<file path="src/hdl/drbf_pkg.sv">
// ---------------------------------------------------------------------------
// drbf_pkg
// Shared types and constants of the disc rasterizer framebuffer.
// ---------------------------------------------------------------------------
package drbf_pkg;

  localparam int DEF_SCREEN_WIDTH  = 640;
  localparam int DEF_SCREEN_HEIGHT = 480;
  localparam int WORD_BITS         = 32;
  localparam int RADIUS_MIN        = 2;
  localparam int RADIUS_MAX        = 25;
  localparam int SQUARE_SIZE       = 20;

  typedef enum logic [1:0] {
    OP_CLEAR   = 2'd0,
    OP_DISC    = 2'd1,
    OP_CHECKER = 2'd2,
    OP_READ    = 2'd3
  } op_t;

  typedef struct packed {
    op_t         op;
    logic [9:0]  center_x;
    logic [9:0]  center_y;
    logic [4:0]  radius;
    logic [13:0] word_index;
  } cmd_t;

  typedef enum logic [3:0] {
    ST_INIT,
    ST_IDLE,
    ST_CLR,
    ST_CHK,
    ST_DADJ,
    ST_DROW,
    ST_DRD,
    ST_DWR,
    ST_READ,
    ST_RESP
  } state_t;

endpackage

</file>
<file path="src/hdl/drbf_front.sv">
// ---------------------------------------------------------------------------
// drbf_front
// Command intake: clamps the radius and queues commands for the back end.
// ---------------------------------------------------------------------------
module drbf_front (
  input  logic            clk,
  input  logic            rst,
  input  logic            push,
  output logic            full,
  input  logic [1:0]      operation,
  input  logic [9:0]      center_x,
  input  logic [9:0]      center_y,
  input  logic [7:0]      radius,
  input  logic [13:0]     word_index,
  input  logic            busy_init,
  output logic            cmd_valid,
  output drbf_pkg::cmd_t  cmd,
  input  logic            cmd_deq
);
  import drbf_pkg::*;

  cmd_t       q [2];
  logic       wp;
  logic       rp;
  logic [1:0] cnt;
  logic       enq;
  cmd_t       cmd_in;
  logic [4:0] r_clamped;

  always_comb begin
    if (radius < 8'(RADIUS_MIN)) begin
      r_clamped = 5'(RADIUS_MIN);
    end else if (radius > 8'(RADIUS_MAX)) begin
      r_clamped = 5'(RADIUS_MAX);
    end else begin
      r_clamped = radius[4:0];
    end
    cmd_in.op         = op_t'(operation);
    cmd_in.center_x   = center_x;
    cmd_in.center_y   = center_y;
    cmd_in.radius     = r_clamped;
    cmd_in.word_index = word_index;
  end

  assign full      = (cnt == 2'd2) || busy_init;
  assign enq       = push && !full;
  assign cmd_valid = (cnt != 2'd0);
  assign cmd       = q[rp];

  always_ff @(posedge clk) begin
    if (rst) begin
      wp  <= 1'b0;
      rp  <= 1'b0;
      cnt <= 2'd0;
    end else begin
      if (enq) begin
        wp <= ~wp;
      end
      if (cmd_deq) begin
        rp <= ~rp;
      end
      cnt <= cnt + 2'(enq) - 2'(cmd_deq);
    end
  end

  always_ff @(posedge clk) begin
    if (enq) begin
      q[wp] <= cmd_in;
    end
  end

endmodule

</file>
<file path="config.mk">
export PLATFORM = sky130hd
export DESIGN_NAME = drbf_front
export DESIGN_NICKNAME = d
export VERILOG_FILES = /design/src/hdl/drbf_pkg.sv /design/src/hdl/drbf_front.sv
export SDC_FILE = /design/constraint.sdc
export NUM_CORES = 1
export LEC_CHECK = 0
export BUFFER_PORTS_ARGS = -buffer_cell sky130_fd_sc_hd__buf_2
export CORE_ASPECT_RATIO = 1.25
export CORE_MARGIN = 2
export CORE_UTILIZATION = 45
export CTS_CLUSTER_SIZE = 16
export DETAILED_ROUTE_END_ITERATION = 10
export GPL_ROUTABILITY_DRIVEN = 0
export PLACE_DENSITY_LB_ADDON = 0.08
export SETUP_SLACK_MARGIN = 0.4
export SYNTH_ARGS = -nofsm -noshare
export SYNTH_HDL_FRONTEND = slang
export SYNTH_SLANG_ARGS = --single-unit
</file>
<file path="constraint.sdc">
create_clock -name clk -period 3.4 [get_ports clk]
set_clock_uncertainty 0.15 [all_clocks]
set_input_delay 0.17 -clock clk [delete_from_list [all_inputs] [get_ports clk]]
set_output_delay 0.17 -clock clk [all_outputs]
set_load 0.02 [all_outputs]
</file>
==> flow_metrics.tcl <==
set metrics [dict create \
    dieArea_um2 7965 \
    clockPowerShare 0.299 \
    syn_area_um2 3268 \
    wl_per_cell_um 14.20 \
    rsz0062_at_grt "no" \
    dp_hpwl_mm 3.530 \
    slowest_delay_ns 0.97 \
    initial_core_util 0.4656 \
    port-buffer-count 91 \
    die_y_um 99.28 \
    synth_cell_types 24 \
    status "completed" \
    grt_pass1_wl_mm 8.390 \
    path_max_fanout 41 \
    ys.warnings.count 0 \
    power_mw 2.316 \
    firstDrtPassIters 4 \
    maxCapViolations 0 \
    cts_buffers 9 \
    htree_levels 3 \
    wl_met2_mm 2.938 \
    antenna_cells 0 \
    nFillCells 548 \
    fin_util 0.6312 \
    worstMarginPinSlew_ns 0.9666 \
    clk_latency_ns 0.35 \
    core_um2 7019 \
    crit_path_top_delay_cell "dfxtp_2" \
    dp.cells 344 \
    grt-ovfl-total 0 \
    hold_class "input port to flip-flop" \
    cp.arrival_ns 1.93 \
    ant_nets 0 \
    syn_inst 166 \
    clockRootBuffer "clkbuf_8" \
    power_leakage_nw 1.667 \
    area.growth.synth_to_final_pct 35.57 \
    hold_violations 0 \
    drc 0 \
    final_area_um2 4431 \
    cts_tree "yes" \
    grt_start_max_net_pins 42 \
    ctsResizeCount 0 \
    swShare 0.2450 \
    cp.required_ns 3.08 \
    synth_area_per_cell_um2 19.69 \
    fp.dieW_um 80.23 \
    p_int_mw 1.749 \
    drive_above_1_share 0.5113 \
    pre_cts_slack_ns 1.189 \
    crit_chain "mux2_2 -> buf_2" \
    fmax_mhz 444.5 \
    hold_buffers 39 \
    crit_type "flip-flop to primary output" \
    post-cts-setup-buffer-count 0 \
    final_nets 355 \
    layout_commonest_cell "buf_2" \
    antenna_found_initial 0 \
    multiInputGateArea_um2 689.4 \
    vdd.ir_drop.worst_mv 0.3103 \
    ys_ff_latch 87 \
    stdcell_count 399 \
    dr.max_layer_used "met4" \
    rows 34 \
    via_per_inst 4.619 \
    wl_mm 5.666 \
    crit_path_start_kind "flip-flop" \
    end_kind "primary output" \
    layout_min_cycle_time_ns 2.250 \
    wl_met1_mm 2.327 \
    yosysSeqAreaShare 0.7841 \
    drt_iter0_markers 96 \
    power_frac_seq 0.551 \
    finalSetupTns_ns 0 \
    power_density_nw_per_um2 522.8 \
    synth_fp_nets 217 \
    mostFrequentLayoutCells "91 x buf_2, 82 x edfxtp_1, 41 x mux2_2" \
    clk_pin_slew_ns 0.09 \
    p_sw_uw 567.5 \
    grtUsageTotal 0.1459 \
    grt_pass1_vias 1822 \
    ios 92 \
    relSlewSlack 0.3556 \
    postPlaceCellArea_um2 3844 \
    p_comb_frac 0.150 \
    finalSetupViolCount 0 \
    clockBufferDepth 2 \
    setup_ws_ns 1.150 \
    period_share 0.6617 \
    vias 1843 \
    whs_ns 0.02365 \
    wl_met3_um 279 \
    slew_viol_final 0 \
    seq_area_um2 2564 \
    clock_sinks 87 \
]
-- cells by family after synthesis --
| family | Yosys count | synth area share |
|---|---|---|
| AOI/OAI and AO/OA | 4 | 0.008424 |
| xor gates and xnor gates | 3 | 0.008041 |
| DFF | 87 | 0.7841 |
| muxes | 42 | 0.1459 |
| buffers and inverters | 7 | 0.009571 |
| and+or+nand+nor | 21 | 0.03637 |
| adders and majority gates | 2 | 0.007656 |
-- synth_stat cells (all sizes together) --
| master | n | area [um^2] |
|---|---|---|
| edfxtp | 82 | 2462 |
| xnor2 | 2 | 17.52 |
| a21oi | 1 | 5.000 |
| nand2b | 3 | 18.77 |
| xor2 | 1 | 8.760 |
| dfxtp | 5 | 100.1 |
| o31ai | 1 | 7.510 |
| inv | 2 | 7.510 |
| nor3 | 2 | 10.01 |
| or2 | 2 | 12.51 |
| or3b | 1 | 11.26 |
| nand2 | 1 | 3.750 |
| clkbuf | 1 | 3.750 |
| nor4 | 1 | 6.260 |
| a21boi | 1 | 7.510 |
| nor2b | 2 | 20.02 |
| o21bai | 1 | 7.510 |
| and3 | 1 | 6.260 |
| buf | 4 | 20.02 |
| nor2 | 8 | 30.03 |
| mux2 | 42 | 476.7 |
| ha | 2 | 25.02 |
-- routing by layer --
layer  up-vias  track usage
li1        914            -
met1       860       0.1666
met2        58       0.2506
met3        11      0.03176
met4         0      0.08214
met5         -            0
-- final cells by class --
| type | count | area share |
|---|---|---|
| timing repair buffer | 132 | 0.1943 |
| multi-input combinational | 72 | 0.1556 |
| clock buffer | 9 | 0.02796 |
| tap | 90 | 0.02542 |
| clock inverter | 7 | 0.01638 |
| inverter | 2 | 0.001694 |
| sequential | 87 | 0.5787 |
-- worst paths after layout --
path,from,to,slack (ns),cells past startpoint
max,flip-flop,cmd[15],1.15,2
min,radius[7],q[1][17]$_DFFE_PP_,0.02,3
max reg2reg,cnt[1]$_SDFF_PP0_,q[1][36]$_DFFE_PP_,1.20,4
min reg2reg,rp$_SDFFE_PP0P_,rp$_SDFFE_PP0P_,0.38,2
-- sequential cells by signal (all words and copies together) (netlist names), named ones only --
register,flops
q,82
cnt,2
rp,1
wp,1
-- worst max-delay path: cells and delay by family, from the launching register on --
family | cells | cell delay (ns)
DFF | 1 | 0.97
muxes | 1 | 0.43
buffers and inverters | 1 | 0.16
-- power groups by stage --
stage / clock (mW) / combinational, mW / sequential [mW]
2_1_floorplan: 0 / 0.220 / 1.28
3_3_place_gp: 0 / 0.316 / 1.30
3_5_place_dp: 0 / 0.317 / 1.30
4_1_cts: 0.717 / 0.352 / 1.28
5_1_grt: 0.760 / 0.374 / 1.28
6_report: 0.694 / 0.347 / 1.28
Power figures use the tool's default switching activity.
