`config.mk`:
```
export PLATFORM = sky130hd
export DESIGN_NAME = drbf_back
export DESIGN_NICKNAME = d
export VERILOG_FILES = /design/src/hdl/drbf_pkg.sv /design/src/hdl/drbf_back.sv
export SDC_FILE = /design/constraint.sdc
export NUM_CORES = 1
export LEC_CHECK = 0
export ABC_AREA = 1
export BUFFER_PORTS_ARGS = -buffer_cell sky130_fd_sc_hd__buf_4
export CORE_MARGIN = 5
export CORE_UTILIZATION = 60
export CTS_CLUSTER_SIZE = 20
export DETAILED_ROUTE_END_ITERATION = 10
export GPL_ROUTABILITY_DRIVEN = 0
export PLACE_DENSITY = 0.87
export REMOVE_ABC_BUFFERS = 1
export SKIP_LAST_GASP = 1
export SLEW_MARGIN = 20
export SYNTH_ARGS = -nofsm -noshare
export SYNTH_HDL_FRONTEND = slang
export SYNTH_SLANG_ARGS = --single-unit
```
`constraint.sdc`:
```
create_clock -name clk -period 8.32 [get_ports clk]
set_input_delay 0.832 -clock clk [delete_from_list [all_inputs] [get_ports clk]]
set_output_delay 0.832 -clock clk [all_outputs]
set_load 0.05 [all_outputs]
```
`src/hdl/drbf_pkg.sv`:
```
// ---------------------------------------------------------------------------
// drbf_pkg
// Shared types and constants of the disc rasterizer framebuffer.
// ---------------------------------------------------------------------------
package drbf_pkg;

  localparam int DEF_SCREEN_WIDTH  = 640;
  localparam int DEF_SCREEN_HEIGHT = 480;
  localparam int WORD_BITS         = 32;
  localparam int RADIUS_MIN        = 2;
  localparam int RADIUS_MAX        = 25;
  localparam int SQUARE_SIZE       = 20;

  typedef enum logic [1:0] {
    OP_CLEAR   = 2'd0,
    OP_DISC    = 2'd1,
    OP_CHECKER = 2'd2,
    OP_READ    = 2'd3
  } op_t;

  typedef struct packed {
    op_t         op;
    logic [9:0]  center_x;
    logic [9:0]  center_y;
    logic [4:0]  radius;
    logic [13:0] word_index;
  } cmd_t;

  typedef enum logic [3:0] {
    ST_INIT,
    ST_IDLE,
    ST_CLR,
    ST_CHK,
    ST_DADJ,
    ST_DROW,
    ST_DRD,
    ST_DWR,
    ST_READ,
    ST_RESP
  } state_t;

endpackage

```
`src/hdl/drbf_back.sv`:
```
// ---------------------------------------------------------------------------
// drbf_back
// Command sequencer: sweeps, disc row spans with read-modify-write, reads.
// ---------------------------------------------------------------------------
module drbf_back #(
  parameter int SCREEN_WIDTH  = drbf_pkg::DEF_SCREEN_WIDTH,
  parameter int SCREEN_HEIGHT = drbf_pkg::DEF_SCREEN_HEIGHT,
  parameter int AW            = 14
) (
  input  logic                clk,
  input  logic                rst,
  input  logic                cmd_valid,
  input  drbf_pkg::cmd_t      cmd,
  output logic                cmd_deq,
  output logic                busy_init,
  output logic                ram_we,
  output logic [AW-1:0]       ram_waddr,
  output logic [31:0]         ram_wdata,
  output logic                ram_re,
  output logic [AW-1:0]       ram_raddr,
  input  logic [31:0]         ram_rdata,
  output logic                res_valid,
  output logic [31:0]         read_data,
  input  logic                pop
);
  import drbf_pkg::*;

  localparam int WPR       = (SCREEN_WIDTH + WORD_BITS - 1) / WORD_BITS;
  localparam int STORE     = WPR * SCREEN_HEIGHT;
  localparam int WW        = (WPR > 1) ? $clog2(WPR) : 1;
  localparam int LAST_BITS = SCREEN_WIDTH - (WPR - 1) * WORD_BITS;
  localparam logic [31:0] LAST_MASK = 32'hFFFF_FFFF >> (WORD_BITS - LAST_BITS);

  state_t state, state_next;

  logic [AW-1:0] addr;
  logic [WW-1:0] cw;
  logic [4:0]    ym;
  logic          yp;
  logic [4:0]    cm;
  logic          cp;
  logic [9:0]    cx;
  logic [9:0]    cy;
  logic [4:0]    r;
  logic [9:0]    r2;
  logic signed [5:0] dy;
  logic [9:0]    dysq;
  logic [4:0]    h;
  logic [9:0]    xl;
  logic [9:0]    xr;
  logic [4:0]    w;
  logic [AW-1:0] rowbase;
  logic [13:0]   idx;

  logic [5:0]        hp1;
  logic [11:0]       hp1sq;
  logic [9:0]        hsq;
  logic              grow;
  logic              shrink;
  logic signed [11:0] row_y;
  logic signed [11:0] left;
  logic [10:0]       right;
  logic              row_ok;
  logic              span_ok;
  logic [9:0]        xl_c;
  logic [9:0]        xr_c;
  logic [4:0]        lo;
  logic [4:0]        hi;
  logic [31:0]       mask;
  logic [31:0]       chk_data;
  logic [31:0]       col_mask;
  logic [5:0]        cm_sum;
  logic signed [5:0] dyn;
  logic signed [11:0] dyn_sq;
  logic              last_row;
  logic              last_addr;
  logic              rd_ok;
  logic [AW-1:0]     disc_addr;

  always_comb begin
    hp1     = {1'b0, h} + 6'd1;
    hp1sq   = 12'(hp1 * hp1);
    hsq     = 10'(h * h);
    grow    = (hp1sq + {2'b0, dysq}) <= {2'b0, r2};
    shrink  = ({2'b0, hsq} + {2'b0, dysq}) > {2'b0, r2};
    row_y   = $signed({2'b0, cy}) + {{6{dy[5]}}, dy};
    left    = $signed({2'b0, cx}) - $signed({7'b0, h});
    right   = {1'b0, cx} + {6'b0, h};
    row_ok  = !row_y[11] && (row_y[10:0] < 11'(SCREEN_HEIGHT));
    span_ok = left <= $signed(12'(SCREEN_WIDTH - 1));
    xl_c    = left[11] ? 10'd0 : left[9:0];
    xr_c    = (right > 11'(SCREEN_WIDTH - 1)) ? 10'(SCREEN_WIDTH - 1) : right[9:0];
    lo      = (w == xl[9:5]) ? xl[4:0] : 5'd0;
    hi      = (w == xr[9:5]) ? xr[4:0] : 5'd31;
    mask    = (32'hFFFF_FFFF << lo) & (32'hFFFF_FFFF >> (5'd31 - hi));
    dyn     = dy + 6'sd1;
    dyn_sq  = dyn * dyn;
    last_row  = (dy == $signed({1'b0, r}));
    last_addr = (addr == AW'(STORE - 1));
    rd_ok     = {18'b0, idx} < 32'(STORE);
    disc_addr = rowbase + AW'(w);
    col_mask  = (cw == WW'(WPR - 1)) ? LAST_MASK : 32'hFFFF_FFFF;
    cm_sum    = {1'b0, cm} + 6'(WORD_BITS);
  end

  always_comb begin
    logic [5:0] off;
    logic       p;
    for (int b = 0; b < WORD_BITS; b++) begin
      off         = {1'b0, cm} + 6'(b);
      p           = cp ^ (off >= 6'(SQUARE_SIZE)) ^ (off >= 6'(2 * SQUARE_SIZE));
      chk_data[b] = (p == yp);
    end
  end

  // next state
  always_comb begin
    state_next = state;
    case (state)
      ST_INIT, ST_CLR, ST_CHK: begin
        if (last_addr) begin
          state_next = ST_IDLE;
        end
      end
      ST_IDLE: begin
        if (cmd_valid) begin
          case (cmd.op)
            OP_CLEAR:   state_next = ST_CLR;
            OP_DISC:    state_next = ST_DADJ;
            OP_CHECKER: state_next = ST_CHK;
            OP_READ:    state_next = ST_READ;
            default:    state_next = ST_IDLE;
          endcase
        end
      end
      ST_DADJ: begin
        if (!grow && !shrink) begin
          state_next = ST_DROW;
        end
      end
      ST_DROW: begin
        if (row_ok && span_ok) begin
          state_next = ST_DRD;
        end else if (last_row) begin
          state_next = ST_IDLE;
        end else begin
          state_next = ST_DADJ;
        end
      end
      ST_DRD: state_next = ST_DWR;
      ST_DWR: begin
        if (w != xr[9:5]) begin
          state_next = ST_DRD;
        end else if (last_row) begin
          state_next = ST_IDLE;
        end else begin
          state_next = ST_DADJ;
        end
      end
      ST_READ: state_next = ST_RESP;
      ST_RESP: begin
        if (!res_valid) begin
          state_next = ST_IDLE;
        end
      end
      default: state_next = ST_IDLE;
    endcase
  end

  // outputs
  always_comb begin
    cmd_deq   = 1'b0;
    busy_init = (state == ST_INIT);
    ram_we    = 1'b0;
    ram_waddr = addr;
    ram_wdata = 32'd0;
    ram_re    = 1'b0;
    ram_raddr = disc_addr;
    case (state)
      ST_INIT, ST_CLR: begin
        ram_we = 1'b1;
      end
      ST_CHK: begin
        ram_we    = 1'b1;
        ram_wdata = chk_data & col_mask;
      end
      ST_IDLE: begin
        cmd_deq = cmd_valid;
      end
      ST_DRD: begin
        ram_re = 1'b1;
      end
      ST_DWR: begin
        ram_we    = 1'b1;
        ram_waddr = disc_addr;
        ram_wdata = ram_rdata | mask;
      end
      ST_READ: begin
        ram_re    = rd_ok;
        ram_raddr = AW'(idx);
      end
      default: begin
      end
    endcase
  end

  always_ff @(posedge clk) begin
    if (rst) begin
      state     <= ST_INIT;
      addr      <= '0;
      res_valid <= 1'b0;
    end else begin
      state <= state_next;
      if (state == ST_IDLE) begin
        addr <= '0;
      end else if (state == ST_INIT || state == ST_CLR || state == ST_CHK) begin
        addr <= addr + AW'(1);
      end
      if (state == ST_RESP && !res_valid) begin
        res_valid <= 1'b1;
      end else if (pop && res_valid) begin
        res_valid <= 1'b0;
      end
    end
  end

  always_ff @(posedge clk) begin
    case (state)
      ST_IDLE: begin
        cx   <= cmd.center_x;
        cy   <= cmd.center_y;
        r    <= cmd.radius;
        r2   <= 10'(cmd.radius * cmd.radius);
        dysq <= 10'(cmd.radius * cmd.radius);
        dy   <= -$signed({1'b0, cmd.radius});
        h    <= 5'd0;
        idx  <= cmd.word_index;
        cw   <= '0;
        ym   <= 5'd0;
        yp   <= 1'b0;
        cm   <= 5'd0;
        cp   <= 1'b0;
      end
      ST_CHK: begin
        if (cw == WW'(WPR - 1)) begin
          cw <= '0;
          cm <= 5'd0;
          cp <= 1'b0;
          if (ym == 5'(SQUARE_SIZE - 1)) begin
            ym <= 5'd0;
            yp <= ~yp;
          end else begin
            ym <= ym + 5'd1;
          end
        end else begin
          cw <= cw + WW'(1);
          if (cm_sum >= 6'(2 * SQUARE_SIZE)) begin
            cm <= 5'(cm_sum - 6'(2 * SQUARE_SIZE));
          end else begin
            cm <= 5'(cm_sum - 6'(SQUARE_SIZE));
            cp <= ~cp;
          end
        end
      end
      ST_DADJ: begin
        if (grow) begin
          h <= h + 5'd1;
        end else if (shrink) begin
          h <= h - 5'd1;
        end
      end
      ST_DROW: begin
        if (row_ok && span_ok) begin
          xl      <= xl_c;
          xr      <= xr_c;
          w       <= xl_c[9:5];
          rowbase <= AW'(32'(row_y[9:0]) * WPR);
        end else begin
          dy   <= dyn;
          dysq <= dyn_sq[9:0];
        end
      end
      ST_DWR: begin
        if (w == xr[9:5]) begin
          dy   <= dyn;
          dysq <= dyn_sq[9:0];
        end else begin
          w <= w + 5'd1;
        end
      end
      ST_RESP: begin
        if (!res_valid) begin
          read_data <= rd_ok ? ram_rdata : 32'd0;
        end
      end
      default: begin
      end
    endcase
  end

endmodule

```
==> run_results.csv, run 1 <==
group,metric,value,unit
logic_synthesis,synthTopCellsByArea,"edfxtp_1 (31%), ha_1 (13%), nand2_1 (8.3%)",
timing,finalClockSkew,0.0140,ns
drt,vias_per_cell,5.54,
drt,antenna_left,0,
logic_synthesis,synth_edf_count,150,
drt,wl_per_cell,16.2,um
logic_synthesis,async_flop_share,0,%
logic_synthesis,syn_area,0.0143,mm^2
cts,clk_pin_slew_worst_paths,0.07,ns
cts,htreeDepth,4,
cts,cts.sinks,169,
logic_synthesis,yosysSeqAreaShare,34.1,%
worst_setup_path,critPathMaxFanout,11,
timing,post-route-min-period,7.17,ns
global_routing,grt.total_usage,27.4,%
logic_synthesis,ys_warn_count,0,
floorplan,die_x,165,um
global_routing,grt_max_degree,52,
global_routing,grt_overflow,0,
run_status,status,"complete, no violations",
cts,cts_resized,0,
floorplan,rows,56,
drt,dr_total_vias,12400,
timing,finalCritPeriodShare,86.2,%
layout,drive_gt1_share,14.9,%
timing,worst_slew_pin_slew,0.970,ns
floorplan,pin_count,174,
cts,worstSkewPairLatency,0.45,ns
cts,ctsHoldBuffers,0,
logic_synthesis,syn_inst,1739,
logic_synthesis,synth_top_area_share,31.4,%
logic_synthesis,synthTopCellsByCount,"nand2_1 (316), inv_1 (306), nor2_1 (184)",
drt,drtIter0Drc,1301,
timing,fmax,139,MHz
worst_setup_path,crit_path_start_kind,"flop",
floorplan,coreArea,0.0235,mm^2
timing,hold_violations,0,
layout,final_nets,2180,
logic_synthesis,yosysTopAreaCell,"edfxtp_1",
layout,finalCoreUtilization,70.5,%
worst_setup_path,crit_slowest_cell,"edfxtp_1",
drt,drc,0,
placed_design,portBuffers,173,
timing,drv_slew,0,
worst_setup_path,cp_data_arrival_time,7.47,ns
layout,final_area,0.0166,mm^2
worst_setup_path,endpoint_kind,"flop",
drt,routed_wl,36300,um
global_routing,grt_pass1_wl,59900,um
worst_hold_path,hold_path.class,"reg2reg",
flow_run,drv_cap,0,
floorplan,start_util,61.0,%
cts,cts-buffers-inserted,17,
logic_synthesis,yosysMostFrequentCell,"nand2_1",
timing,rsz0062_at_grt,"no",
cts,cts_tree,"yes",
logic_synthesis,syn_avg_cell_area,8.24,um^2
worst_setup_path,cpMostUsedCell,"inv_1",
worst_setup_path,slowest_delay,0.63,ns
worst_setup_path,crit_required,8.62,ns
logic_synthesis,ys_types,60,
layout,antenna_cells,0,
timing,tns,0,ns
drt,drt_first_pass_iters,6,
floorplan,die_area,0.0271,mm^2
logic_synthesis,synth-seq-cells,169,
worst_setup_path,path_class,"reg2reg",
timing,setup_viol,0,
cts,cts_buffer_depth,2,
global_routing,grt_pass1_vias,12700,
timing,holdWs,0.496,ns
cts,root_buffer,"clkbuf_16",
logic_synthesis,synth-main-ff-cell,"edfxtp_1",
layout,area_growth,15.6,%
cts,post_cts_buffers,0,
placed_design,place_area,0.0159,mm^2
global_routing,antenna_found_initial,0,
floorplan,die_y,165,um
placed_design,hpwlAfterDp,28500,um
timing,relSlewSlack,35.1,%
critical path, delay by kind of cell, from the launching register on:
kind | cells | cell delay (ns)
XOR/XNOR | 2 | 0.36
flip-flops | 1 | 0.63
adder cells (fa/ha/maj) | 8 | 3.28
AND/OR/NAND/NOR | 13 | 1.69
buffers and inverters | 6 | 0.43
AO/OA/AOI/OAI | 3 | 0.64
stage by stage:
| stage | worst slack, ns | cells |
|---|---|---|
| 6_report | 1.15 | 2239 |
| 5_1_grt | 0.668 | 2239 |
| 4_1_cts | 1.27 | 2239 |
| 3_5_place_dp | 1.41 | 2207 |
| 3_3_place_gp | 1.71 | 2207 |
| 2_1_floorplan | 2.02 | 1710 |
kinds of logic after synthesis:
kind of cell	synth area share, %
AO/OA/AOI/OAI	9.30
XOR/XNOR	6.66
adder cells (fa/ha/maj)	19.8
buffers and inverters	9.43
flip-flops	34.1
multiplexers	0.472
other	0.0262
AND/OR/NAND/NOR	20.2
final cells by class:
class | count | area, um^2
multi-input cells | 1220 | 8110
fillers | 1730 | 6920
flip-flops and latches | 169 | 4880
repair buffers | 178 | 1340
inverters | 321 | 1210
clock buffers | 17 | 425
well taps | 319 | 399
clock inverters | 15 | 190
registers in the layout, summed over array words and instances (netlist names), 6 cells and up:
register   cells
cy            10
r2             8
rowbase       12
dy             6
addr          14
xr            10
read_data     32
xl            10
cx            10
dysq           8
idx           14
routing by layer:
layer | GRT usage (%) | vias to the layer above | share of wire (%)
met5 | 0 | - | 0
met4 | 14.6 | 0 | 5.3
met3 | 4.07 | 139 | 8.1
met2 | 47.9 | 632 | 49
met1 | 32.4 | 5686 | 38
li1 | - | 5941 | -
worst paths after layout:
| path | start | endpoint | slack, ns | cells after the start |
|---|---|---|---|---|
| setup / recovery | h[1] | h[4] | 1.15 | 32 |
| hold / removal | addr[5] | addr[5] | 0.50 | 2 |
| setup reg to reg | h[1] | h[4] | 1.15 | 32 |
| hold reg to reg | addr[5] | addr[5] | 0.50 | 2 |
cell usage in the layout (no fill, tap or decap), types with 8 or more instances in the layout:
cell type / n
fa_1: 52
ha_1: 144
or2_2: 13
nor2_1: 182
clkbuf_16: 17
xor2_1: 81
nand2_2: 8
inv_1: 305
nand4_1: 9
inv_2: 13
nand3_1: 75
buf_4: 178
xnor2_1: 28
nor3_1: 19
o21ai_1: 19
a21oi_1: 92
dfxtp_1: 19
o21ai_0: 89
a31oi_1: 13
edfxtp_1: 150
nand2_1: 316
nor2_4: 8
Power of run 1 is not shown: default switching activity piles up to over one toggle a cycle in this logic, so the estimate is an artifact.
==> run 2: changes to the inputs <==
--- a/config.mk
+++ b/config.mk
@@ -5,14 +5,13 @@
 export SDC_FILE = /design/constraint.sdc
 export NUM_CORES = 1
 export LEC_CHECK = 0
-export ABC_AREA = 1
 export BUFFER_PORTS_ARGS = -buffer_cell sky130_fd_sc_hd__buf_4
 export CORE_MARGIN = 5
-export CORE_UTILIZATION = 60
+export CORE_UTILIZATION = 54
 export CTS_CLUSTER_SIZE = 20
 export DETAILED_ROUTE_END_ITERATION = 10
 export GPL_ROUTABILITY_DRIVEN = 0
-export PLACE_DENSITY = 0.87
+export PLACE_DENSITY = 0.83
 export REMOVE_ABC_BUFFERS = 1
 export SKIP_LAST_GASP = 1
 export SLEW_MARGIN = 20
==> constraint.sdc (replaced) <==
create_clock -name clk -period 6.2 [get_ports clk]
set_input_delay 0.62 -clock clk [delete_from_list [all_inputs] [get_ports clk]]
set_output_delay 0.62 -clock clk [all_outputs]
set_load 0.05 [all_outputs]
==> run 2 against run 1 <==
Compared with the run above:
- the flow now finishes with violations (setup timing)
- synthesized area down 2.1%
- worst hold slack worse by 0.15 ns
- setup slack worse by 1.3 ns
- fmax up 13%
- core utilization down 6.0 points
- global-route usage down 2.9 points
- design area up 0.75%
- non-clock buffer count up 44
- first-iteration DRC count down 17%
- critical path type unchanged
- highest routed layer unchanged
==> run_results.csv, run 2 <==
group,metric,value,unit
run_status,status,"finished, violations left",
run_status,violations,"setup timing",
layout,area_growth,18.9,%
floorplan,start_util,54.3,%
cts,cts.sinks,169,
drt,dr_total_vias,11900,
worst_setup_path,critPathTopFamily,"adder cells",
logic_synthesis,ys_warn_count,0,
worst_hold_path,whs_path_depth,1,
global_routing,grt_pass1_vias,11600,
placed_design,hpwlAfterDp,28200,um
timing,tns,-0.129,ns
worst_setup_path,crit_slowest_cell,"fa_1",
drt,drc,0,
logic_synthesis,synthAdderAreaFrac,20.3,%
floorplan,die_y,171,um
timing,hold_violations,0,
layout,finalCoreUtilization,64.6,%
drt,drt_first_pass_iters,6,
worst_setup_path,slowest_delay,0.54,ns
cts,cts-buffers-inserted,17,
worst_setup_path,critPathMaxFanout,4,
logic_synthesis,yosysSeqAreaShare,34.8,%
logic_synthesis,synth_mux_area_share,1.49,%
layout,ff_latch_area,0.00488,mm^2
global_routing,grt_pass1_wl,57700,um
layout,final_common_cell,"buf_4",
drt,routed_wl,36400,um
timing,worst_slew_pin_slew,0.993,ns
logic_synthesis,synth-seq-cells,169,
floorplan,coreArea,0.0258,mm^2
logic_synthesis,synth_edf_count,150,
layout,largestRegisters,"read_data x32, addr x14, idx x14",
logic_synthesis,synth_top_area_share,32.1,%
drt,antenna_left,0,
worst_hold_path,hold_path.class,"in2reg",
placed_design,portBuffers,173,
timing,post-route-min-period,6.33,ns
logic_synthesis,yosysTopAreaCell,"edfxtp_1",
cts,root_buffer,"clkbuf_16",
layout,largest_register_ffs,32,
floorplan,rows,59,
floorplan,pin_count,174,
global_routing,grt_max_degree,51,
worst_setup_path,endpoint_kind,"flop",
cts,cts_tree,"yes",
drt,drtIter0Drc,1082,
worst_setup_path,crit_path_start_kind,"flop",
logic_synthesis,synth-main-ff-cell,"edfxtp_1",
logic_synthesis,yosysMostFrequentCell,"edfxtp_1",
timing,relSlewSlack,33.2,%
layout,final_nets,1947,
global_routing,grt_overflow,0,
timing,fin_ws,-0.129,ns
logic_synthesis,synth_compound_area_share,14.1,%
global_routing,grt.total_usage,24.5,%
logic_synthesis,synth-xor-area-share,7.61,%
timing,finalCritPeriodShare,102,%
drt,wl_per_cell,18.0,um
worst_setup_path,path_class,"reg2reg",
logic_synthesis,ys_types,85,
layout,n_fill_cell,1971,
layout,layout_common_cells,"buf_4 (219), edfxtp_1 (150), ha_1 (139), nand2_1 (131), nor2_1 (129)",
worst_setup_path,worstRegToRegCells,29,
global_routing,antenna_found_initial,0,
layout,antenna_cells,0,
timing,setup_viol,1,
timing,finalClockSkew,0.0145,ns
timing,rsz0062_at_grt,"yes",
worst_setup_path,cp_data_arrival_time,6.52,ns
layout,regMostFlops,"read_data",
cts,clk_pin_slew_worst_paths,0.07,ns
logic_synthesis,yosys.area_share.simple,16.9,%
logic_synthesis,synth_top_family_by_area,"adder cells",
floorplan,die_area,0.0293,mm^2
logic_synthesis,synthTopCellsByArea,"edfxtp_1 (32%), ha_1 (13%), fa_1 (7.4%)",
logic_synthesis,syn_avg_cell_area,9.46,um^2
worst_setup_path,cp_num_buf_inv,9,
flow_run,drv_cap,0,
floorplan,die_x,171,um
logic_synthesis,syn_inst,1483,
drt,vias_per_cell,5.89,
worst_setup_path,crit_required,6.39,ns
cts,worstSkewPairLatency,0.45,ns
layout,multiInputGateArea,0.00864,mm^2
cts,cts_buffer_depth,2,
cts,htreeDepth,4,
worst_setup_path,crit_cells,29,
logic_synthesis,synthTopCellsByCount,"edfxtp_1 (150), ha_1 (144), nand2_1 (132)",
cts,ctsHoldBuffers,0,
logic_synthesis,syn_area,0.0140,mm^2
timing,drv_slew,0,
timing,fmax,158,MHz
layout,drive_gt1_share,19.2,%
logic_synthesis,async_flop_share,0,%
==> run 2: per-layer routing <==
layer | up-vias | GRT usage [%] | part of all wire [%]
li1 | 5554 | - | -
met1 | 5616 | 29.5 | 39
met2 | 591 | 42.9 | 49
met3 | 141 | 4.57 | 8.1
met4 | 0 | 10.6 | 4.7
met5 | - | 0 | 0
==> run 2: layout make-up <==
type,instances,share of cell area [%]
multi-input cells,1138,51.8
inverters,126,2.84
well taps,335,2.51
clock inverters,11,0.563
flip-flops and latches,169,29.3
repair buffers,222,10.1
clock buffers,21,2.96
==> run 2: final timing paths <==
path                            slack [ns]    start      end
worst max-delay path                 -0.13     h[0]     h[4]
worst max register to register       -0.13     h[0]     h[4]
worst min-delay path                  0.34  cmd[25]    cy[6]
worst min register to register        0.50  addr[1]  addr[1]
==> run 2: worst register-to-register path, delay by kind of cell, from the launching register on <==
family,cells,cell delay (ns)
adder cells (fa/ha/maj),6,2.34
AO/OA/AOI/OAI,5,1.09
buffers and inverters,9,0.92
XOR/XNOR,5,0.81
AND/OR/NAND/NOR,4,0.48
flip-flops,1,0.44
==> run 2: stage by stage <==
| stage | hold WS [ns] | instances | setup WS, ns | cell area [um^2] |
|---|---|---|---|---|
| 6_report | 0.344 | 2022 | -0.129 | 16700 |
| 3_3_place_gp | 0.475 | 1980 | -0.0754 | 15900 |
| 3_5_place_dp | 0.487 | 1980 | -0.287 | 15900 |
| 4_1_cts | 0.332 | 2017 | 0.0157 | 16600 |
| 2_1_floorplan | 0.463 | 1433 | -0.204 | 13800 |
| 5_1_grt | 0.341 | 2022 | -0.309 | 16700 |
==> run 2: logic make-up after synthesis <==
logic type / Yosys count
XOR/XNOR: 121
multiplexers: 19
AND/OR/NAND/NOR: 486
flip-flops: 169
AO/OA/AOI/OAI: 314
other: 1
adder cells (fa/ha/maj): 196
buffers and inverters: 177
==> run 2: timing repair <==
item | CTS | global route
setup endpoints to repair | 7 | 8
buffers inserted | 5 | 5
pin swaps | 15 | 17
resized for setup | 21 | 13
Power of run 2 is left out for the same reason.
